`src/design/rpfbw_pkg.sv`:
```
// shared types and constants of the rotated pixel framebuffer writer
package rpfbw_pkg;

  localparam int COORD_W = 12;
  localparam int ADDR_W  = 23;
  localparam int CFG_W   = 2;
  localparam int CFG_IDX_W = 1;

  localparam logic [CFG_IDX_W-1:0] CFG_ROTATION  = 1'd0;
  localparam logic [CFG_IDX_W-1:0] CFG_GRAY_MODE = 1'd1;

  localparam logic [1:0] ROT_NONE  = 2'd0;
  localparam logic [1:0] ROT_LEFT  = 2'd1;
  localparam logic [1:0] ROT_FLIP  = 2'd2;
  localparam logic [1:0] ROT_RIGHT = 2'd3;

  localparam logic STORE_MONO = 1'b0;
  localparam logic STORE_GRAY = 1'b1;

  typedef struct packed {
    logic signed [15:0] pos_x;
    logic signed [15:0] pos_y;
    logic [2:0]         pixel_color;
  } in_item_t;

  typedef struct packed {
    logic        target_store;
    logic [17:0] byte_address;
    logic [7:0]  byte_written;
  } out_item_t;

  // one classified write waiting for the store
  typedef struct packed {
    logic              store;
    logic [ADDR_W-1:0] addr;
    logic [2:0]        sel;
    logic [2:0]        color;
  } wr_cmd_t;

endpackage

```
`src/design/rpfbw_queue.sv`:
```
// two-entry queue of write commands between front and back end
module rpfbw_queue
  import rpfbw_pkg::*;
(
  input  logic    clk_i,
  input  logic    rst_ni,
  input  logic    push_valid_i,
  output logic    push_ready_o,
  input  wr_cmd_t push_cmd_i,
  output logic    pop_valid_o,
  input  logic    pop_i,
  output wr_cmd_t pop_cmd_o
);

  wr_cmd_t    slot_q [2];
  logic       wr_q, rd_q;
  logic [1:0] cnt_q, cnt_d;
  logic       do_push, do_pop;

  assign push_ready_o = (cnt_q != 2'd2);
  assign pop_valid_o  = (cnt_q != 2'd0);
  assign do_push      = push_valid_i && push_ready_o;
  assign do_pop       = pop_i && pop_valid_o;
  assign pop_cmd_o    = slot_q[rd_q];

  always_comb begin
    cnt_d = cnt_q;
    if (do_push && !do_pop) begin
      cnt_d = cnt_q + 2'd1;
    end else if (do_pop && !do_push) begin
      cnt_d = cnt_q - 2'd1;
    end
  end

  always_ff @(posedge clk_i or negedge rst_ni) begin
    if (!rst_ni) begin
      wr_q  <= 1'b0;
      rd_q  <= 1'b0;
      cnt_q <= 2'd0;
    end else begin
      cnt_q <= cnt_d;
      if (do_push) begin
        wr_q <= !wr_q;
      end
      if (do_pop) begin
        rd_q <= !rd_q;
      end
    end
  end

  always_ff @(posedge clk_i) begin
    if (do_push) begin
      slot_q[wr_q] <= push_cmd_i;
    end
  end

endmodule

```
`config.mk`:
```
export PLATFORM = sky130hd
export DESIGN_NAME = rpfbw_queue
export DESIGN_NICKNAME = d
export VERILOG_FILES = /design/src/design/rpfbw_pkg.sv /design/src/design/rpfbw_queue.sv
export SDC_FILE = /design/constraint.sdc
export NUM_CORES = 1
export LEC_CHECK = 0
export ABC_AREA = 1
export BUFFER_PORTS_ARGS = -buffer_cell sky130_fd_sc_hd__buf_2
export CORE_MARGIN = 4
export CORE_UTILIZATION = 55
export CTS_CLUSTER_SIZE = 25
export DETAILED_ROUTE_END_ITERATION = 8
export PLACE_DENSITY = 0.85
export REMOVE_ABC_BUFFERS = 1
export SYNTH_ARGS = -nofsm -noshare
export SYNTH_HDL_FRONTEND = slang
export SYNTH_SLANG_ARGS = --single-unit
```
`constraint.sdc`:
```
create_clock -name clk_i -period 4.05 [get_ports clk_i]
set_input_delay 0.2025 -clock clk_i [delete_from_list [all_inputs] [get_ports clk_i]]
set_output_delay 0.2025 -clock clk_i [all_outputs]
set_load 0.01 [all_outputs]
```
**Word-level counts from Yosys, hierarchy flattened**

Memories as Yosys holds them, arrays and structs flattened.
Index checks and enable logic that the tools add are counted.

- Latch bits: 0
- Output and inout bits: 32
- Register bits after elaboration: 4
- Memories kept: 1
- Bits in writable memories: 60
- Memory bits (read-only): 0
- Word-level logic and storage cells: 21
- Input bits: 34

- Eq/ne operators: 1
- Magnitude comparators: 0
- $add $sub $neg: 2
- Reductions and logical operators: 10
- Divide/modulo/power cells: 0
- Shift-type cells: 0
- Multipliers: 0
- Bitwise operators: 0
- Multiplexer cells: 4

Memories:

| memory | words | bits a word | rd ports | clocked after memory_dff | wr ports | RTL line | text |
|---|---|---|---|---|---|---|---|
| slot_q | 2 | 30 | 1 | 0 | 1 | rpfbw_queue.sv:15 | `wr_cmd_t slot_q [2];` |

Operators with widths:

| operator | count |
|---|---|
| 1-bit logical AND | 4 |
| 1-bit zero test | 4 |
| 2-bit two-way mux | 2 |
| 2-bit nonzero test | 2 |
| 2-bit by 1-bit adder with 2-bit output (second input constant) | 1 |
| 1-bit two-way mux | 2 |
| 2-bit != test (second input constant) | 1 |
| 2-bit by 1-bit subtractor with 2-bit output (second input constant) | 1 |

**Depth between registers and ports, before layout**

- Depth after elaboration: 6
- Mapped depth: 10
- Depth with buffers taken out: 10

**Worst setup path after synthesis**

OpenSTA, ideal clock, no wires.

- Kind: reg-to-reg
- Start: register cnt_q[0]
- End: memory slot_q[0][0] (netlist bit), enable pin
- Data required time: 3.633 ns
- Library setup time: 0.417 ns
- Path slack: 1.687 ns
- Clock period less this slack: 2.363 ns
- Cell stages (with the launch flop): 5
- Arrival: 1.946 ns
- Buffers on the path: 0
- Cells stage by stage: dfrtp_1 inv_1 nand2_1 nand2_1 nor2_1

- Word-level cells in the longest chain between the ends: 4

RTL lines:

| element | RTL line | text |
|---|---|---|
| start: declaration | rpfbw_queue.sv:17 | `logic [1:0] cnt_q, cnt_d;` |
| start signal: assignment | rpfbw_queue.sv:41 | `cnt_q <= cnt_d;` |
| 2-bit != test | rpfbw_queue.sv:20 | `assign push_ready_o = (cnt_q != 2'd2);` |
| via push_ready_o | rpfbw_queue.sv:8 | `output logic push_ready_o,` |
| 1-bit logical AND | rpfbw_queue.sv:22 | `assign do_push = push_valid_i && push_ready_o;` |
| 1-bit two-way mux | rpfbw_queue.sv:52 | `if (do_push) begin` |
| 1-bit two-way mux (implied by the code) | rpfbw_queue.sv:53 | `slot_q[wr_q] <= push_cmd_i;` |
| end: declaration | rpfbw_queue.sv:15 |  |

The timed path passes the listed nets, and every way through them passes these cells.

==> key figures <==
Clock tree
  • Num CTS Buffers: 9
  • Worst-Skew Late Latency: 0.32 ns
  • Clk buf depth: 2
  • Reg clk slew, reported paths: 0.07 ns
  • Clk root buf: clkbuf_8
  • CTS sink cnt: 64
  • H-tree Lvls: 3
  • Setup Buffers After CTS: 0
  • CTS resizes: 0
  • CTS tree: done

Final layout
  • Ant diodes: 0
  • Share of cells above drive strength 1: 31.4%
  • Synth-to-layout area growth: 26.9%
  • Post-route cell area: 3030 sq um
  • Final nets: 291
  • # fillers: 255
  • Cell Count, Final, Fillers Out: 311
  • Post-layout util: 74.1%

STA
  • Tmin final: 2.43 ns
  • Final cycle utilization of the critical path: 60.1%
  • Rel. slew slack: 35.0%
  • Final setup vio count: 0
  • Slew of the pin with the lowest slew margin: 0.975 ns
  • Setup slack after layout: 1.62 ns
  • Fmax: 411 MHz
  • RSZ-0062 raised after global routing: false
  • Slew Limit Fails: 0
  • Skew final: 0.00531 ns
  • Final hold vios: 0
  • Final TNS setup: 0 ns

Placed design
  • RD Place Congestion: 0.659
  • Place WS: 2.00 ns
  • Number of cells in the design after placement: 294
  • Port bufs: 65
  • Post-DP HPWL: 2600 microns
  • DP Area: 2760 sq um

Detailed routing
  • Wire length on met1: 1610 microns
  • Iter 0 DRT Violations: 60
  • DR vias: 1518
  • DR vias/cell: 4.88
  • WL/cell: 13.9 microns
  • Metal3 WL: 333 microns
  • DR WL met2: 2320 microns
  • DRT Pass-1 Iters: 4
  • Final wirelength: 4310 microns
  • Antenna Nets Post-Route: 0
  • DRC Markers: 0
  • Top sig layer: met4

Yosys
  • Synth area leader: edfxtp_1
  • #FFs+latches synth: 64
  • Distinct cells, synth: 12
  • Synth area leaders: edfxtp_1, nand2_1, dfrtp_1, buf_2, inv_1
  • Cell count after synthesis: 185
  • Mapped Avg Cell Area: 12.9 sq um
  • Synthesized area: 2390 sq um
  • Yosys Warn Count: 0
  • Post-synth top area share: 75.5%
  • Seq/Total Area, Yosys: 79.7%

Floorplan
  • FP Rows: 23
  • Num ports: 66
  • Core area: 4090 sq um
  • Die Wd: 73.9 microns
  • Starting Density: 58.4%
  • Full die area: 5460 sq um
  • Die Y: 73.9 microns

Power
  • Leakage Power: 1.34 nW
  • Pwr/cell area: 774 nW/um^2
  • Worst vdd ir: 0.559 mV

Worst hold path
  • Hold Path Stages: 1
  • Hold Path Class: in -> reg
  • HP Start: push_cmd_i[22]
  • Worst Hold Path EP: slot_q[1][22]

Global routing
  • GRT Util Overall: 17.4%
  • First-pass GRT wire length: 6820 microns
  • Initial antenna violation count: 0
  • Vias in the first global route: 1500
  • Largest net degree at the start of global routing: 33
  • Total grt overflow: 0

Setup path
  • Buf/Inv on CP: 2
  • Critical path arrival: 2.23 ns
  • Cells along the critical path: inv_2 > nand2_1 > nand2_1 > buf_2
  • WS Path Type: reg -> out
  • WP data required: 3.85 ns
  • Max incr delay on CP: 0.98 ns
  • Worst R2R Path Depth: 3
  • Critical Path Start Type: register
  • Critical Path End Type: primary output
  • Critical Path Fanout Max: 32
  • Reg2reg end: rd_q
  • Crit path max-delay family: flip-flops
  • Critical-path top delay cell: dfrtp_1
  • Setup slack, reg-to-reg: 2.18 ns
  • Top cell by count, worst path: nand2_1
  • Critical R2R Launch: rd_q

Outcome
  • Outcome: finished, final reports clean

Job
  • # Max-Cap Violations: 0
cell usage after synthesis:
library cell    n
buf_2           6
dfrtp_1         4
edfxtp_1       60
ha_1            1
inv_1           6
inv_2           1
nand2_1       100
nand3_1         2
nand4_1         1
nor2_1          2
xnor2_1         1
xor2_1          1
cell families (layout without fill, tap and decap cells):
logic type / Yosys count / after routing / synth area share (%)
XOR/XNOR: 2 / 2 / 0.734
adder cells (fa/ha/maj): 1 / 1 / 0.524
buffers and inverters: 13 / 89 / 2.36
flip-flops: 64 / 64 / 79.7
AND/OR/NAND/NOR: 105 / 105 / 16.7
layout make-up:
cell class                      instances  area (sq um)  share of cell area (%)
Multi-Input combinational cell        108           444                    14.7
Timing Repair Buffer                   66           335                    11.1
Sequential cell                        64          1900                    62.8
Tap cell                               50          62.6                    2.07
Clock buffer                           10           128                    4.21
Inverter                                7          26.3                   0.867
Clock inverter                          6           131                    4.34
worst reg2reg max path, stage by stage, from the launching register on:
cell and delay [ns]:
dfrtp_1 0.98, inv_2 0.50, nand3_1 0.22, nand2_1 0.06
power by group:
group          internal [mW]  switching [mW]  total [mW]
logic                  0.228           0.420       0.648
clock network          0.469           0.229       0.699
registers              0.909          0.0902       0.999
layer usage:
metal  vias to the layer above  global-route usage (%)
li1                        760                       -
met3                         4                    4.38
met1                       692                    20.6
met4                         0                    7.44
met5                         -                       0
met2                        62                    30.0
worst max-delay path by stage:
stage                    end      from  slack, ns  cells past startpoint
2_1_floorplan   slot_q[0][0]  cnt_q[0]       1.69                      4
4_1_cts        pop_cmd_o[10]      rd_q       1.58                      4
6_report       pop_cmd_o[10]      rd_q       1.62                      4
5_1_grt        pop_cmd_o[10]      rd_q       1.41                      4
3_5_place_dp   pop_cmd_o[15]      rd_q       2.00                      4
3_3_place_gp   pop_cmd_o[13]      rd_q       2.01                      4
through the flow:
step | hold WS [ns] | total power [mW]
finish | 0.0672 | 2.34
detailed placement | 0.0118 | 1.65
global placement | 0.0110 | 1.64
CTS | 0.0506 | 2.37
floorplan | -0.0931 | 1.37
global route | 0.0483 | 2.49
cells in the final DEF (no fill, tap or decap):
cell type and count:
edfxtp_1 60, clkinvlp_4 1, dlygate4sd3_1 1, ha_1 1, nand4_1 1, buf_2 65, dfrtp_1 4, bufinv_16 4
clkbuf_8 9, nor2_4 2, xor2_1 1, clkinv_1 1, nand3_1 2, inv_1 6, xnor2_1 1, clkbuf_1 1
inv_2 1, nand2_1 100
sequential cells by signal (all words and copies together), names as in the netlist:
register and count:
slot_q 60, cnt_q 2, rd_q 1, wr_q 1
repair_timing:
item / in CTS / in global routing
hold buffers: 1 / 0
setup endpoints to repair: 0 / 0
hold endpoints to repair: 4 / 0
No activity file was read; power rests on OpenSTA's default activity.
