===== config.mk =====
export PLATFORM = sky130hd
export DESIGN_NAME = rpfbw_front
export DESIGN_NICKNAME = d
export VERILOG_FILES = /design/src/design/rpfbw_pkg.sv /design/src/design/rpfbw_front.sv
export SDC_FILE = /design/constraint.sdc
export NUM_CORES = 1
export LEC_CHECK = 0
export BUFFER_PORTS_ARGS = -buffer_cell sky130_fd_sc_hd__buf_2
export CORE_ASPECT_RATIO = 0.9
export CORE_MARGIN = 2
export CORE_UTILIZATION = 59
export CTS_CLUSTER_SIZE = 14
export DETAILED_ROUTE_END_ITERATION = 8
export PLACE_DENSITY = 0.86
export SETUP_SLACK_MARGIN = 0.2
export SLEW_MARGIN = 10
export SYNTH_ARGS = -nofsm -noshare
export SYNTH_HDL_FRONTEND = slang
export SYNTH_SLANG_ARGS = --single-unit

===== constraint.sdc =====
create_clock -name clk_i -period 9.44 [get_ports clk_i]
set_clock_uncertainty 0.1 [all_clocks]
set_input_delay 2.36 -clock clk_i [delete_from_list [all_inputs] [get_ports clk_i]]
set_output_delay 2.36 -clock clk_i [all_outputs]
set_load 0.02 [all_outputs]

===== src/design/rpfbw_pkg.sv =====
// shared types and constants of the rotated pixel framebuffer writer
package rpfbw_pkg;

  localparam int COORD_W = 12;
  localparam int ADDR_W  = 23;
  localparam int CFG_W   = 2;
  localparam int CFG_IDX_W = 1;

  localparam logic [CFG_IDX_W-1:0] CFG_ROTATION  = 1'd0;
  localparam logic [CFG_IDX_W-1:0] CFG_GRAY_MODE = 1'd1;

  localparam logic [1:0] ROT_NONE  = 2'd0;
  localparam logic [1:0] ROT_LEFT  = 2'd1;
  localparam logic [1:0] ROT_FLIP  = 2'd2;
  localparam logic [1:0] ROT_RIGHT = 2'd3;

  localparam logic STORE_MONO = 1'b0;
  localparam logic STORE_GRAY = 1'b1;

  typedef struct packed {
    logic signed [15:0] pos_x;
    logic signed [15:0] pos_y;
    logic [2:0]         pixel_color;
  } in_item_t;

  typedef struct packed {
    logic        target_store;
    logic [17:0] byte_address;
    logic [7:0]  byte_written;
  } out_item_t;

  // one classified write waiting for the store
  typedef struct packed {
    logic              store;
    logic [ADDR_W-1:0] addr;
    logic [2:0]        sel;
    logic [2:0]        color;
  } wr_cmd_t;

endpackage


===== src/design/rpfbw_front.sv =====
// front end: configuration, bounds check, rotation and address calculation
module rpfbw_front
  import rpfbw_pkg::*;
#(
  parameter int PANEL_WIDTH  = 800,
  parameter int PANEL_HEIGHT = 600
) (
  input  logic                 clk_i,
  input  logic                 rst_ni,
  input  logic                 cfg_we_i,
  input  logic [CFG_IDX_W-1:0] cfg_idx_i,
  input  logic [CFG_W-1:0]     cfg_data_i,
  input  logic                 busy_i,
  input  logic                 in_valid_i,
  output logic                 in_stall_o,
  input  in_item_t             in_item_i,
  output logic                 cmd_valid_o,
  input  logic                 cmd_ready_i,
  output wr_cmd_t              cmd_o
);

  localparam logic [15:0] W16 = 16'(PANEL_WIDTH);
  localparam logic [15:0] H16 = 16'(PANEL_HEIGHT);
  localparam logic [COORD_W-1:0] MONO_STRIDE = COORD_W'((PANEL_WIDTH + 7) / 8);
  localparam logic [COORD_W-1:0] GRAY_STRIDE = COORD_W'((PANEL_WIDTH + 1) / 2);

  logic [1:0] rot_q;
  logic       gray_q;

  logic               stg_v_q, stg_v_d;
  logic [COORD_W-1:0] px_q, py_q;
  logic [2:0]         color_q;
  logic               store_q;

  logic [15:0]        ux, uy, lw, lh, tx, ty;
  logic               in_bounds, accept, push;
  logic [COORD_W-1:0] px_d, py_d, stride;
  logic [2*COORD_W-1:0] prod;

  always_ff @(posedge clk_i or negedge rst_ni) begin
    if (!rst_ni) begin
      rot_q  <= ROT_NONE;
      gray_q <= STORE_MONO;
    end else if (cfg_we_i) begin
      case (cfg_idx_i)
        CFG_ROTATION:  rot_q  <= cfg_data_i;
        CFG_GRAY_MODE: gray_q <= cfg_data_i[0];
        default: ;
      endcase
    end
  end

  assign ux = in_item_i.pos_x;
  assign uy = in_item_i.pos_y;
  assign lw = rot_q[0] ? H16 : W16;
  assign lh = rot_q[0] ? W16 : H16;
  assign in_bounds = !ux[15] && !uy[15] && (ux < lw) && (uy < lh);

  always_comb begin
    tx = ux;
    ty = uy;
    case (rot_q)
      ROT_LEFT: begin
        tx = W16 - 16'd1 - uy;
        ty = ux;
      end
      ROT_FLIP: begin
        tx = W16 - 16'd1 - ux;
        ty = H16 - 16'd1 - uy;
      end
      ROT_RIGHT: begin
        tx = uy;
        ty = H16 - 16'd1 - ux;
      end
      default: begin
        tx = ux;
        ty = uy;
      end
    endcase
  end

  assign px_d = tx[COORD_W-1:0];
  assign py_d = ty[COORD_W-1:0];

  assign push       = stg_v_q && cmd_ready_i;
  assign in_stall_o = busy_i || (stg_v_q && !cmd_ready_i);
  assign accept     = in_valid_i && !in_stall_o;

  always_comb begin
    stg_v_d = stg_v_q;
    if (accept) begin
      stg_v_d = in_bounds;
    end else if (push) begin
      stg_v_d = 1'b0;
    end
  end

  always_ff @(posedge clk_i or negedge rst_ni) begin
    if (!rst_ni) begin
      stg_v_q <= 1'b0;
    end else begin
      stg_v_q <= stg_v_d;
    end
  end

  always_ff @(posedge clk_i) begin
    if (accept) begin
      px_q    <= px_d;
      py_q    <= py_d;
      color_q <= in_item_i.pixel_color;
      store_q <= gray_q;
    end
  end

  assign stride = store_q ? GRAY_STRIDE : MONO_STRIDE;
  assign prod   = py_q * stride;

  always_comb begin
    cmd_o.store = store_q;
    cmd_o.color = color_q;
    if (store_q) begin
      cmd_o.addr = ADDR_W'(prod) + ADDR_W'(px_q >> 1);
      cmd_o.sel  = {2'b00, px_q[0]};
    end else begin
      cmd_o.addr = ADDR_W'(prod) + ADDR_W'(px_q >> 3);
      cmd_o.sel  = px_q[2:0];
    end
  end

  assign cmd_valid_o = stg_v_q;

endmodule


# Yosys cells after proc, flatten, opt, wreduce, memory -nomap -nowiden
# Cells that the tools add are included.
# word_totals
out_inout_bits	32
regBits	32
input_bits	44
wordCells	42
# op_classes
magnitude_cmp	2
muxes	8
addsub	6
bitwise	1
reduce_logical	14
multipliers	1
n_eq_ne	3
# op_table
op	n
12-bit case mux with 3 select lines	2
10-bit by 12-bit subtractor with 12-bit output, first input constant	4
16-bit by 10-bit < comparator with 1-bit output	2
9-bit two-way mux	3
25-bit two-way mux	1
21-bit by 11-bit adder with 22-bit output	1
21-bit by 9-bit adder with 22-bit output	1
12-bit by 9-bit multiplier with 21-bit output	1
1-bit logical AND	6
2-bit equality test, second input constant	2
1-bit logical NOT	4
2-bit AND reduction	2
2-bit by 1-bit equality test with 1-bit output, second input constant	1
1-bit two-way mux	2
2-bit nonzero test	1
1-bit logical OR	1
1-bit NOT	1

# Longest topological paths before layout
# logic_depth
word_depth	6
ltp_mapped	20
mapped_depth_nobuf	18

# Least setup slack after synthesis
# No wires, ideal clock.
# synth_path
path_kind	reg2out
start	reg store_q
end	out cmd_o[27] in the netlist's numbering
n_path_buf	2
setup_slack_ns	1.216
t_required_ns	6.980
path_stages_with_launch	21
t_arrival_ns	5.764
cell_sequence	edfxtp_1 -> clkbuf_1 -> buf_1 -> and2_1 -> inv_1 -> fa_1 -> inv_1 -> fa_1 -> inv_1 -> fa_1 -> fa_1 -> inv_1 -> ha_1 -> a21o_1 -> a211o_1 -> o2111ai_1 -> nand2_1 -> a311oi_1 -> xor2_1 -> or4_1 -> nor2_1
# synth_lines
item	line_no	rtl
start, declared	rpfbw_front.sv:33	logic store_q;
start signal, assigned	rpfbw_front.sv:111	store_q <= gray_q;
end, declared	rpfbw_front.sv:19	output wr_cmd_t cmd_o

==> summary.md <==
| Metric | Value |
|---|---|
| # diodes | `0` |
| GRT Overall Usage | `0.2175` |
| Synth cell count leaders | `75 x inv_1, 60 x ha_1, 38 x fa_1, 38 x nand2_1, 38 x xnor2_1` |
| Pins Over Slew Limit | `0` |
| Routed vias | `3920` |
| Largest net degree at the start of global routing | `42` |
| Buffers on Ports | `74` |
| Core Region | `0.008145 mm^2` |
| Bufs and invs on worst path | `6` |
| Ys async rst share | `0.1250` |
| Dominant synthesized flop cell | `edfxtp_1` |
| Post-synth EDFFs | `28` |
| Count leader, synth | `inv_1` |
| Crit path DAT | `6150 ps` |
| Clock buffer count from CTS | `5` |
| Number of global-route vias before repair | `3886` |
| CP max stage delay | `540 ps` |
| Initial drt markers | `133` |
| Row Count | `31` |
| Fmax achieved | `116.2 MHz` |
| Power Dens Cells | `337.5 mW/mm^2` |
| Ys Warns | `0` |
| Nets@finish | `763` |
| Crit path cell chain | `buf_4 -> and2_1 -> inv_1 -> fa_1 -> inv_1 -> fa_1 -> inv_1 -> fa_1 -> fa_1 -> inv_1 -> ha_1 -> a21o_1 -> a211o_1 -> o2111ai_1 -> nand2_1 -> a311oi_1 -> xor2_1 -> or4_1 -> nor2_1 -> buf_2` |
| Initial Util | `0.6135` |
| RePlAce Congestion | `0.9230` |
| Synth Instances | `542` |
| Hold/Removal Path Class | `reg2reg` |
| Hold buffers post-CTS | `0` |
| DRT antenna net count | `0` |
| Htree depth | `2` |
| Clk root buf | `clkbuf_8` |
| Synth cell types | `60` |
| Area Growth Syn to Fin | `11.47%` |
| Maximum vdd drop | `0.0003385 V` |
| Fin crit period | `8608 ps` |
| Placed Cells | `713` |
| Die Wd | `101.0 um` |
| Design Area, Final | `0.005570 mm^2` |
| Leakage | `2.702 nW` |
| Unrepaired setup endpoints after global routing | `no` |
| Post-CTS resize count | `0` |
| Final Hold Violating Endpoints | `0` |
| Total power | `1.880 mW` |
| Top-area cell type share of the netlist area | `0.1683` |
| CP startpoint kind | `register` |
| Period Utilization, post-route | `0.9119` |
| Critical path's top delay family | `adder cells` |
| Setup bufs post-CTS | `0` |
| DR WL/cell | `13.35 um` |
| Clock-pin slew on the worst setup and hold paths | `60 ps` |
| Global-route wire length before repair | `16570 um` |
| Layout cell share with drive strength beyond 1 | `0.1897` |
| Relative slew margins | `0.6251` |
| Yosys top cell by area | `edfxtp_1` |
| Placed Area | `0.005488 mm^2` |
| Sink Count | `32` |
| Via density | `5.437` |
| Status | `complete, no violations` |
| Die Area | `0.009223 mm^2` |
| Detailed-route DRC error count | `0` |
| Slew @ Worst Pin | `555.1 ps` |
| Req. time, crit path | `6980 ps` |
| Multi-input gate area | `0.003741 mm^2` |
| Crit end category | `primary output` |
| Setup TNS | `0 ps` |
| Synthesized area | `0.004997 mm^2` |
| Sequential area share after synthesis | `0.1883` |
| Crit Path Category | `reg2out` |
| Post-synthesis register bit count | `32` |
| Avg Inst Size Synth | `9.220 um^2` |
| Hold WS | `380.4 ps` |
| TritonCTS clock tree | `built` |
| Later-pin clock latency in the skew report | `280 ps` |
| Setup violations, final | `0` |
| Slowest cell on the critical path | `fa_1` |
| Crit path max fanout | `29` |
| Fillers | `644` |
| Register area | `940.9 um^2` |
| Max Root-Sink Buffers | `2` |
| Final HPWL DP | `8261 um` |
| Dpl ws | `1126 ps` |
| Final Util | `0.6839` |
| Top post-synthesis cells by area | `edfxtp_1 17%, fa_1 15%, ha_1 15%, xnor2_1 6.7%, inv_1 5.6%` |
| Total gr overflow | `0` |
| Total of max-cap violations | `0` |
| DIE HEIGHT | `91.31 um` |
| Drt pass-1 iters | `4` |
| Setup WS post-layout | `831.7 ps` |
| Finished Layout Cells | `721` |
| I/O Pins | `76` |
| Final wirelength | `9623 um` |
| Initial antenna violation count | `0` |
[routing by layer]
metal | wire length, um | track usage | vias to the layer above
met4 | 99 | 0.04505 | 0
li1 | - | - | 1968
met3 | 322 | 0.01771 | 10
met2 | 4857 | 0.3972 | 79
met5 | 0 | 0 | -
met1 | 4343 | 0.2800 | 1863
[cell families (layout without fill, tap and decap cells)]
family	count (synthesis)	after routing	synth area share
simple gates	148	148	0.1575
flops	32	32	0.1883
fa+ha+maj	98	98	0.3025
mux	33	33	0.07261
xor+xnor	52	52	0.09114
compound gates	84	84	0.1139
other cells	2	14	0.001503
buf+inv	93	161	0.07261
[report_power, final]
group	total, mW	internal (mW)	switching, mW	leakage, nW
Combinational	1.60	0.643	0.960	2.34
Sequential	0.181	0.174	0.00658	0.312
Clock	0.0964	0.0498	0.0466	0.0453
[placed cells by master, fill, tap and decap left out, drive strengths merged, types with 18 or more instances in the layout]
cell,netlist,final
nand2,38,38
buf,8,78
o21ai,18,18
fa,38,38
inv,75,75
xnor2,38,38
nor2b,19,19
a21oi,26,26
ha,60,60
nor2,31,31
edfxtp,28,28
[flip-flops by register name, indices dropped and copies added, names as in the netlist]
name         cells
px_q            12
py_q            12
color_q          3
rot_q            2
cmd_valid_o      1
gray_q           1
store_q          1
[final timing paths]
| check | endpoint | start | slack (ps) | depth (start not counted) |
|---|---|---|---|---|
| min reg2reg | store_q | gray_q | 380 | 0 |
| max in group asynchronous | gray_q | rst_ni | 7350 | 1 |
| min | store_q | gray_q | 380 | 0 |
| max reg2reg | py_q[11] | rot_q[0] | 6550 | 10 |
| max | cmd_o[27] | store_q | 830 | 20 |
| min in group asynchronous | rot_q[1] | rst_ni | 1770 | 1 |
[cell type report]
cell class / count / area share
Clock inverter: 3 / 0.002471
Clock buffer: 5 / 0.01235
Multi-Input combinational cell: 429 / 0.6716
Sequential cell: 32 / 0.1689
Inverter: 75 / 0.05054
Timing Repair Buffer: 78 / 0.07188
Tap cell: 99 / 0.02224
[worst register-to-register path, cell delays in order, from the launching register on]
cell	delay (ps)
dfrtp_1	320
buf_4	390
nand2_1	310
mux2_2	360
ha_1	210
inv_1	50
a21oi_1	90
or2_2	340
a211o_1	290
nand3_1	100
xor2_1	80
Power figures use the tool's default switching activity.
